$ cat src/sv/rmpp_pkg.sv
package rmpp_pkg;

  localparam int unsigned MASK_W   = 32;
  localparam int unsigned SHIFT_W  = 5;
  localparam int unsigned PROD_W   = 40;
  localparam int unsigned BYTE_W   = 8;

  localparam logic [MASK_W-1:0] RED_LAYOUT_RST   = 32'h00FF_0000;
  localparam logic [MASK_W-1:0] GREEN_LAYOUT_RST = 32'h0000_FF00;
  localparam logic [MASK_W-1:0] BLUE_LAYOUT_RST  = 32'h0000_00FF;
  localparam logic [2:0]        BPP_RST          = 3'd4;
  localparam logic              MSB_FIRST_RST    = 1'b0;

  localparam logic [2:0] BPP_MIN = 3'd2;
  localparam logic [2:0] BPP_MAX = 3'd4;

  // rounding bias of the (v*max + 127) / 255 scaling
  localparam logic [PROD_W-1:0] ROUND_BIAS = 40'd127;
  localparam logic [8:0]        DIVISOR    = 9'd255;

  typedef enum logic [2:0] {
    REG_RED_LAYOUT   = 3'd0,
    REG_GREEN_LAYOUT = 3'd1,
    REG_BLUE_LAYOUT  = 3'd2,
    REG_BPP          = 3'd3,
    REG_MSB_FIRST    = 3'd4
  } cfg_reg_t;

  typedef struct packed {
    logic               ok;
    logic [SHIFT_W-1:0] shift;
    logic [MASK_W-1:0]  maxv;
  } chan_fmt_t;

  // trailing zero count, field maximum and contiguity of one channel mask
  function automatic chan_fmt_t mask_fmt(input logic [MASK_W-1:0] mask);
    chan_fmt_t        f;
    logic [MASK_W:0]  inc;
    f.shift = '0;
    for (int i = MASK_W - 1; i >= 0; i--) begin
      if (mask[i]) begin
        f.shift = SHIFT_W'(i);
      end
    end
    f.maxv = mask >> f.shift;
    inc    = {1'b0, f.maxv} + 33'd1;
    f.ok   = (mask != '0) && ((inc[MASK_W-1:0] & f.maxv) == '0);
    return f;
  endfunction

endpackage

$ cat src/sv/rmpp_scale.sv
module rmpp_scale
  import rmpp_pkg::*;
(
  input  logic              clk,
  input  logic              en,
  input  logic [7:0]        value,
  input  chan_fmt_t         fmt,
  output logic [MASK_W-1:0] word
);

  logic [PROD_W-1:0] prod;
  logic [PROD_W-1:0] x1;
  logic [PROD_W-1:0] x2;
  logic [PROD_W:0]   est_sum;
  logic [MASK_W-1:0] q_est;
  logic [PROD_W-1:0] mul255;
  logic [PROD_W-1:0] rem;
  logic [MASK_W-1:0] q;

  assign prod = PROD_W'(value) * PROD_W'(fmt.maxv);

  // x/255 = x/256 * (1 + 1/256 + ...); truncated series is low by at most one
  assign est_sum = {1'b0, x1} + {1'b0, x1 >> 8} + {1'b0, x1 >> 16}
                 + {1'b0, x1 >> 24} + {1'b0, x1 >> 32};

  assign mul255 = {q_est, 8'b0} - {8'b0, q_est};
  assign rem    = x2 - mul255;
  assign q      = q_est + MASK_W'(rem[8:0] >= DIVISOR);

  always_ff @(posedge clk) begin
    if (en) begin
      x1    <= prod + ROUND_BIAS;
      x2    <= x1;
      q_est <= est_sum[PROD_W-1:8];
      word  <= q << fmt.shift;
    end
  end

endmodule

$ cat src/sv/rgb_to_masked_pixel_packer_core.sv
// Packs 8-bit blue/green/red pixels into a display word laid out by three
// channel masks and streams that word out one byte per transaction.
// Slave channel: s_axis_tdata carries one pixel. Master channel:
// m_axis_tdata carries one byte, m_axis_tlast marks the pixel's final byte,
// m_axis_tuser flags a bad mask (then a single zero byte with tlast).
// Config channel: cfg_addr selects red/green/blue mask, bytes per pixel,
// byte order; cfg_ready is always high, unused indexes are dropped.
// An accepted pixel passes the input register, three scaling stages and the
// byte serialiser before its first byte is offered. Each pixel leaves as
// 2, 3 or 4 bytes (a bad format as a single byte); the single-byte output
// port paces the block. Pixels are taken back to back into the pipeline
// while the serialiser drains earlier ones, until a pixel waits in the last
// scaling stage. When the receiver stalls, the current byte holds and the
// pipeline fills, then s_axis_tready drops. Reset clears the valid flags
// and serialiser state and restores the default 32-bit 0x00RRGGBB format,
// least significant first.
module rgb_to_masked_pixel_packer_core
  import rmpp_pkg::*;
(
  input  logic        clk,
  input  logic        rst,
  input  logic        s_axis_tvalid,
  output logic        s_axis_tready,
  input  logic [23:0] s_axis_tdata,   // blue_in[7:0], green_in[15:8], red_in[23:16]
  output logic        m_axis_tvalid,
  input  logic        m_axis_tready,
  output logic [7:0]  m_axis_tdata,   // out_byte[7:0]
  output logic        m_axis_tlast,
  output logic        m_axis_tuser,   // format_error[0]
  input  logic        cfg_valid,
  output logic        cfg_ready,
  input  logic [2:0]  cfg_addr,
  input  logic [31:0] cfg_data
);

  logic [MASK_W-1:0] red_layout;
  logic [MASK_W-1:0] green_layout;
  logic [MASK_W-1:0] blue_layout;
  logic [2:0]        bytes_per_pixel;
  logic              msb_first;

  chan_fmt_t  red_fmt;
  chan_fmt_t  green_fmt;
  chan_fmt_t  blue_fmt;
  logic       fmt_err;
  logic [1:0] last_idx;
  logic [2:0] bpp_clamped;

  logic       v0, v1, v2, v3;
  logic [7:0] blue_q, green_q, red_q;
  logic       adv;
  logic       can_load;
  logic       load;

  logic [MASK_W-1:0] red_word, green_word, blue_word;

  logic              busy;
  logic [1:0]        k;
  logic [MASK_W-1:0] word;
  logic              err;
  logic              at_last;
  logic [1:0]        pos;
  logic [7:0]        byte_sel;

  assign cfg_ready = 1'b1;

  always_ff @(posedge clk) begin
    if (rst) begin
      red_layout      <= RED_LAYOUT_RST;
      green_layout    <= GREEN_LAYOUT_RST;
      blue_layout     <= BLUE_LAYOUT_RST;
      bytes_per_pixel <= BPP_RST;
      msb_first       <= MSB_FIRST_RST;
    end else if (cfg_valid) begin
      case (cfg_addr)
        REG_RED_LAYOUT:   red_layout      <= cfg_data;
        REG_GREEN_LAYOUT: green_layout    <= cfg_data;
        REG_BLUE_LAYOUT:  blue_layout     <= cfg_data;
        REG_BPP:          bytes_per_pixel <= cfg_data[2:0];
        REG_MSB_FIRST:    msb_first       <= cfg_data[0];
        default: ;
      endcase
    end
  end

  always_comb begin
    bpp_clamped = bytes_per_pixel;
    if (bytes_per_pixel < BPP_MIN) begin
      bpp_clamped = BPP_MIN;
    end else if (bytes_per_pixel > BPP_MAX) begin
      bpp_clamped = BPP_MAX;
    end
  end

  // format decode, re-registered every cycle; settles in the cycle after a write
  always_ff @(posedge clk) begin
    red_fmt   <= mask_fmt(red_layout);
    green_fmt <= mask_fmt(green_layout);
    blue_fmt  <= mask_fmt(blue_layout);
    last_idx  <= 2'(bpp_clamped - 3'd1);
  end

  assign fmt_err = !(red_fmt.ok && green_fmt.ok && blue_fmt.ok);

  assign at_last  = err || (k == last_idx);
  assign can_load = !busy || (m_axis_tready && at_last);
  assign load     = v3 && can_load;
  assign adv      = !v3 || can_load;

  assign s_axis_tready = adv;

  always_ff @(posedge clk) begin
    if (rst) begin
      v0 <= 1'b0;
      v1 <= 1'b0;
      v2 <= 1'b0;
      v3 <= 1'b0;
    end else if (adv) begin
      v0 <= s_axis_tvalid;
      v1 <= v0;
      v2 <= v1;
      v3 <= v2;
    end
  end

  always_ff @(posedge clk) begin
    if (adv) begin
      blue_q  <= s_axis_tdata[7:0];
      green_q <= s_axis_tdata[15:8];
      red_q   <= s_axis_tdata[23:16];
    end
  end

  rmpp_scale u_red (
    .clk   (clk),
    .en    (adv),
    .value (red_q),
    .fmt   (red_fmt),
    .word  (red_word)
  );

  rmpp_scale u_green (
    .clk   (clk),
    .en    (adv),
    .value (green_q),
    .fmt   (green_fmt),
    .word  (green_word)
  );

  rmpp_scale u_blue (
    .clk   (clk),
    .en    (adv),
    .value (blue_q),
    .fmt   (blue_fmt),
    .word  (blue_word)
  );

  always_ff @(posedge clk) begin
    if (rst) begin
      busy <= 1'b0;
      k    <= '0;
    end else if (load) begin
      busy <= 1'b1;
      k    <= '0;
    end else if (busy && m_axis_tready) begin
      if (at_last) begin
        busy <= 1'b0;
      end else begin
        k <= k + 2'd1;
      end
    end
  end

  always_ff @(posedge clk) begin
    if (load) begin
      word <= red_word | green_word | blue_word;
      err  <= fmt_err;
    end
  end

  // three-byte words drop bits 31..24 in either order
  assign pos = msb_first ? (last_idx - k) : k;

  always_comb begin
    case (pos)
      2'd0:    byte_sel = word[7:0];
      2'd1:    byte_sel = word[15:8];
      2'd2:    byte_sel = word[23:16];
      default: byte_sel = word[31:24];
    endcase
  end

  // msb_first is sampled live; the user must change it only while the block is idle (not enforced here)
  assign m_axis_tvalid = busy;
  assign m_axis_tdata  = err ? 8'h00 : byte_sel;
  assign m_axis_tlast  = at_last;
  assign m_axis_tuser  = err;

endmodule

$ cat config.mk
export PLATFORM = sky130hd
export DESIGN_NAME = rgb_to_masked_pixel_packer_core
export DESIGN_NICKNAME = d
export VERILOG_FILES = /design/src/sv/rmpp_pkg.sv /design/src/sv/rmpp_scale.sv /design/src/sv/rgb_to_masked_pixel_packer_core.sv
export SDC_FILE = /design/constraint.sdc
export NUM_CORES = 2
export LEC_CHECK = 0
export ABC_AREA = 1
export BUFFER_PORTS_ARGS = -buffer_cell sky130_fd_sc_hd__buf_2
export CAP_MARGIN = 20
export CORE_ASPECT_RATIO = 0.75
export CORE_MARGIN = 2
export CORE_UTILIZATION = 35
export DETAILED_ROUTE_END_ITERATION = 8
export PLACE_DENSITY = 0.53
export SLEW_MARGIN = 20
export SYNTH_ARGS = -nofsm -noshare
export SYNTH_HDL_FRONTEND = slang
export SYNTH_SLANG_ARGS = --single-unit
$ cat constraint.sdc
create_clock -name clk -period 11.45 [get_ports clk]
set_input_delay 0.5725 -clock clk [delete_from_list [all_inputs] [get_ports clk]]
set_output_delay 0.5725 -clock clk [all_outputs]
set_load 0.1 [all_outputs]
# Word level (Yosys, flattened, before mapping)

Index checks and enable logic that the tools add are counted.

Output and inout bits: 13
Input bits: 64
Register bits: 619

Multiply operators: 3
Muxes and demuxes: 104
Shift operators: 6
$add $sub $neg: 30
Bitwise gates (word level): 6
Reductions and logical operators: 32
Equality and inequality tests: 7
$lt $le $gt $ge: 5

Operators by type and width:

| kind                    | count |
|---|---|
| $mux W5                 | 96 |
| $add A40 B16 Y40        | 3 |
| $add A40 B24 Y40        | 3 |
| $add A40 B32 Y40        | 3 |
| $add A40 B7 Y40 const B | 3 |
| $add A40 B8 Y40         | 3 |
| $mul A8 B32 Y40         | 3 |
| $add A32 B1 Y32         | 3 |
| $add A32 B1 Y32 const B | 3 |
| $and A32 B32 Y32        | 3 |
| $logic_not A32 Y1       | 3 |
| $reduce_bool A32 Y1     | 3 |
| $shl A32 B5 Y32         | 3 |
| $shr A32 B5 Y32         | 3 |
| $or A32 B32 Y32         | 2 |
| $sub A9 B9 Y9           | 6 |
| $ge A9 B8 Y1 const B    | 3 |
| $pmux W8 S3             | 1 |
| $reduce_and A2 Y1       | 7 |
| $logic_and A1 B1 Y1     | 8 |
| $mux W8                 | 1 |
| $eq A3 B2 Y1 const B    | 2 |
| $mux W2                 | 3 |
| $reduce_bool A2 Y1      | 2 |
| 17 further kinds        | 23 |

# Logic depth before layout (Yosys ltp)

Depth in word-level cells: 37
Depth in mapped cells: 53
Gate-level depth less buffers: 52

# Hierarchy

From an unflattened synthesis, not the netlist that was laid out.

Cell total of the unflattened synthesis: 10917
Area total of the unflattened synthesis: 77445.5 um^2

Modules (own cells, without submodules):

| module                          | cells an instance | area an instance (um^2) | instances |
|---|---|---|---|
| rmpp_scale at u_red             | 2719              | 20046.7                 | 1 |
| rmpp_scale at u_green           | 2713              | 20044.2                 | 1 |
| rmpp_scale at u_blue            | 2736              | 19920.4                 | 1 |
| rgb_to_masked_pixel_packer_core | 2749              | 17434.2                 | 1 |

# Worst setup path after synthesis

No wires, ideal clock.

Kind: register -> register
Start: register err (netlist: m_axis_tuser)
End: register blue_q[0] (enable)
Buffers on the path: 0
Slack: 723 ps
Library setup time: 743 ps
Data required time: 10707 ps
Cell stages (with the launch flop): 7
Arrival: 9984 ps
Cell sequence: edfxtp_1 -> inv_1 -> nand2_1 -> inv_1 -> o21ai_0 -> nor2_1 -> inv_1

Longest elaborated chain between the ends: 4

RTL lines:

| element                | RTL line                               | RTL |
|---|---|---|
| from (decl)            | rgb_to_masked_pixel_packer_core.sv:60  | `logic err;` |
| from (signal assigned) | rgb_to_masked_pixel_packer_core.sv:177 | `err <= fmt_err;` |
| $logic_or A1 B1 Y1     | rgb_to_masked_pixel_packer_core.sv:105 | `assign at_last = err \|\| (k == last_idx);` |
| via m_axis_tlast       | rgb_to_masked_pixel_packer_core.sv:28  | `output logic m_axis_tlast,` |
| $logic_and A1 B1 Y1    | rgb_to_masked_pixel_packer_core.sv:106 | `assign can_load = !busy \|\| (m_axis_tready && at_last);` |
| $logic_or A1 B1 Y1     | rgb_to_masked_pixel_packer_core.sv:106 |  |
| $logic_or A1 B1 Y1     | rgb_to_masked_pixel_packer_core.sv:108 | `assign adv = !v3 \|\| can_load;` |
| via s_axis_tready      | rgb_to_masked_pixel_packer_core.sv:23  | `output logic s_axis_tready,` |
| to (signal assigned)   | rgb_to_masked_pixel_packer_core.sv:128 | `blue_q <= s_axis_tdata[7:0];` |
| to (decl)              | rgb_to_masked_pixel_packer_core.sv:50  | `logic [7:0] blue_q, green_q, red_q;` |

The timed path passes the listed nets, and every way through them passes these cells.
A chain may end at the register's enable or synchronous reset.

# Worst setup path after layout

Start: register red_q[0]
End: register u_red.x1[38], data pin

Longest elaborated chain between the ends: 2

RTL lines:

| element                | RTL line                               | RTL |
|---|---|---|
| from (decl)            | rgb_to_masked_pixel_packer_core.sv:50  |  |
| from (signal assigned) | rgb_to_masked_pixel_packer_core.sv:130 | `red_q <= s_axis_tdata[23:16];` |
| $mul A8 B32 Y40        | rmpp_scale.sv:20                       | `assign prod = PROD_W'(value) * PROD_W'(fmt.maxv);` |
| $add A40 B7 Y40        | rmpp_scale.sv:32                       | `x1 <= prod + ROUND_BIAS;` |
| to (signal assigned)   | rmpp_scale.sv:32                       |  |
| to (decl)              | rmpp_scale.sv:12                       | `logic [PROD_W-1:0] x1;` |

Every way passes these cells.

==> metrics.md <==
| Metric | Value |
|---|---|
| FP Rows | 140 |
| Synth Area per Inst | 7.79 µm² |
| Worst skew pair latency | 0.72 ns |
| Clock Tree Buf Depth | 3 |
| Compound-Gate Fraction of Synth Area | 7.81% |
| Die Height | 387 µm |
| Critical Path Sink Type | flip-flop |
| Largest net degree at the start of global routing | 169 |
| CP required | 11.88 ns |
| Worst min path class | input pin to flip-flop |
| Critical Path Stages | 36 |
| Slew HR | 32.7% |
| Fraction of layout cells with a size suffix above 1 | 4.40% |
| Crit-path slowest cell | edfxtp_1 |
| Gates resized, CTS repair | 0 |
| Worst path top cell family by delay | adder cells |
| Number of global-route vias before repair | 53700 |
| Mapped Cells | 8782 |
| Post-synthesis xor/xnor area fraction | 3.66% |
| Synth Area in Adders | 30.5% |
| Die area | 199000 µm² |
| Final net count | 9952 |
| Crit Path Category | flip-flop to flip-flop |
| Hold path depth | 1 |
| Top cells by area, synth | fa_1 20%, edfxtp_1 17%, nand2_1 12% |
| Synth Cell Area | 68400 µm² |
| Max cap viols | 0 |
| Tmin final | 6.98 ns |
| Synth unique cells | 69 |
| CP Max Fanout | 22 |
| Avg WL per Cell | 17.1 µm |
| Post-synth EDFFs | 396 |
| CTS Buf Count | 75 |
| H-tree depth | 3 |
| Via count | 55800 |
| Endpoints failing hold | 0 |
| Sum Neg Setup Slack | 0 ns |
| Yosys top cell area share | 20.4% |
| GR Util All Layers | 19.3% |
| First-pass GRT wire length | 307000 µm |
| Final Max Slew Viols | 0 |
| Yosys warns | 0 |
| Total core area | 194000 µm² |
| DR pass1 iterations | 6 |
| Final estimated routing congestion in global placement | 0.926 |
| Width of the die | 515 µm |
| Area grow syn2layout | 7.73% |
| Post-Synth Simple-Gate Area | 22.1% |
| Initial Util | 35.2% |
| FF-to-FF path depth | 36 |
| Bufs and invs on worst path | 3 |
| Ys async rst share | 0% |
| DR DRC count | 0 |
| Most frequent CP cell | nand2_1 |
| Clk root buf | clkbuf_16 |
| Buffers on Ports | 75 |
| Clock Skew | 0.0633 ns |
| Post-Syn Nets | 10100 |
| Num ports | 77 |
| Highest Clock Rate | 143 MHz |
| Slowest stage delay, CP | 0.61 ns |
| DRT iter0 DRCs | 4821 |
| Slew @ Worst Pin | 1.01 ns |
| Final worst-path cycle share | 60.9% |
| CP arrival | 7.41 ns |
| Grt total ovfl | 0 |
| Primary FF master, synth | edfxtp_1 |
| Yosys reg bits | 619 |
| Crit start category | flip-flop |
| CTS tree | built |
| Layout fillers | 19900 |
| Sequential share of the synthesized area | 23.9% |
| Reg clk slew, reported paths | 0.07 ns |
| Final WL | 193000 µm |
| CTS Sinks | 619 |
| Largest family of logic cells by synthesized area | adder cells |
| Setup violations, final | 0 |
| Outcome | finished clean |
| Mux cell area share after synthesis | 0.629% |
| Unrepaired setup endpoints after global routing | false |
| Detail Route Antenna Nets | 0 |
| Post-synth top area cell | fa_1 |
| Initial antenna violation count | 21 |
| Final HPWL DP | 157000 µm |
| DR vias/cell | 4.95 |
-- per-layer routing --
| metal | vias to the layer above | wire [µm] | part of all wire (%) | GRT usage (%) |
|---|---|---|---|---|
| met5 | - | 0 | 0 | 0 |
| met4 | 0 | 2850 | 1.5 | 3.08 |
| met3 | 183 | 11900 | 6.2 | 2.50 |
| met2 | 1546 | 74800 | 39 | 26.5 |
| met1 | 26700 | 103000 | 54 | 31.9 |
| li1 | 27400 | - | - | - |
-- Yosys cell counts (8+ instances only) --
cell and number:
nand2_1 2173, nor3_1 55, buf_2 28, nand3_1 728, nor2_1 398, o211ai_1 46
o22ai_1 10, fa_1 696, nor2_2 20, a21o_1 10, buf_1 24, o21ai_1 37
nor4_1 32, nand4_1 58, or3_1 32, xnor2_1 85, buf_4 9, inv_1 1616
o21ai_0 436, ha_1 553, inv_2 15, clkbuf_2 72, edfxtp_1 396, clkinv_1 8
nand3_2 12, o21bai_1 8, clkbuf_1 227, a211oi_1 8, dfxtp_1 223, mux2i_1 43
a21oi_1 352, buf_6 12, xor2_1 201, a31oi_1 33, o221ai_1 11, nand2_2 39
or2_2 11
-- area by class of cell --
type | instances | area [µm²] | share of cell area (%)
antenna | 4 | 10.0 | 0.0136
clock buffer | 94 | 2040 | 2.77
clock inverter | 44 | 639 | 0.867
inverter | 1639 | 6160 | 8.35
multi-input combinational | 6151 | 44300 | 60.1
sequential | 619 | 16400 | 22.2
tap | 2556 | 3200 | 4.34
timing repair buffer | 153 | 1020 | 1.38
-- cells by family after synthesis --
kind of cell               count (synthesis)
AOI/OAI and AO/OA                        987
and+or+nand+nor                         3585
other                                      1
buffers and inverters                   2012
muxes                                     43
DFF                                      619
adders and majority gates               1249
xor gates and xnor gates                 286
-- worst paths after layout --
check / start / to / slack, ns
worst max-delay path: red_q[0] / u_red.x1[38] / 4.47
worst min register to register: bytes_per_pixel[2] / last_idx[1] / 0.43
worst max register to register: red_q[0] / u_red.x1[38] / 4.47
worst min-delay path: s_axis_tdata[3] / blue_q[3] / 0.07
-- per-stage QoR --
stage               setup WS, ns  area [µm²]  util [%]  hold slack, ns  std cells
finish                      4.47       73700      38.0          0.0703      11300
floorplan                  0.723       68400         -           0.398       8782
global placement            4.13       70900      36.5           0.422      11100
global route                3.81       73700      37.9          0.0296      11300
CTS                         4.01       73700      37.9         0.00546      11300
detailed placement          4.06       70900      36.5           0.419      11100
-- sequential cells by signal, summed over array words and instances, names as in the netlist, 32 cells and up --
name	cells
word	32
blue_layout	32
u_green.word	32
red_fmt	38
u_red.word	32
green_fmt	38
u_green.x1	40
u_blue.x1	40
blue_fmt	38
u_blue.q_est	32
u_blue.word	32
u_red.q_est	32
u_red.x1	40
green_layout	32
u_green.q_est	32
red_layout	32
-- timing repair --
item                                   in CTS  in global routing
hold buffers                               13                  0
setup buffers                               0                  0
endpoints found under the hold margin      13                  0
-- placed cells by master (no fill, tap or decap), types with 8 or more instances in the layout --
cell and instances:
o22ai_1 10, a31oi_1 33, or3_1 32, o21bai_1 8, buf_4 62, fa_1 696
bufinv_16 12, inv_2 16, nor2_2 23, nand4_1 58, nand2_2 39, nand3_2 12
buf_2 75, dlygate4sd3_1 13, ha_1 553, xor2_1 201, inv_1 1614, o221ai_1 11
a211oi_1 8, nor4_1 32, nand3_1 728, clkbuf_1 12, o21ai_0 436, nand2_1 2173
edfxtp_1 396, nor2_1 394, mux2i_1 43, clkinv_1 14, a21o_1 10, or2_2 11
o21ai_1 36, nor3_1 54, a21oi_1 349, clkinv_2 10, o211ai_1 46, clkbuf_16 77
xnor2_1 85, dfxtp_1 223
Power is left out: the tool's default activity adds up to more than one toggle a clock period on the data nets, which glitch-free logic cannot reach.
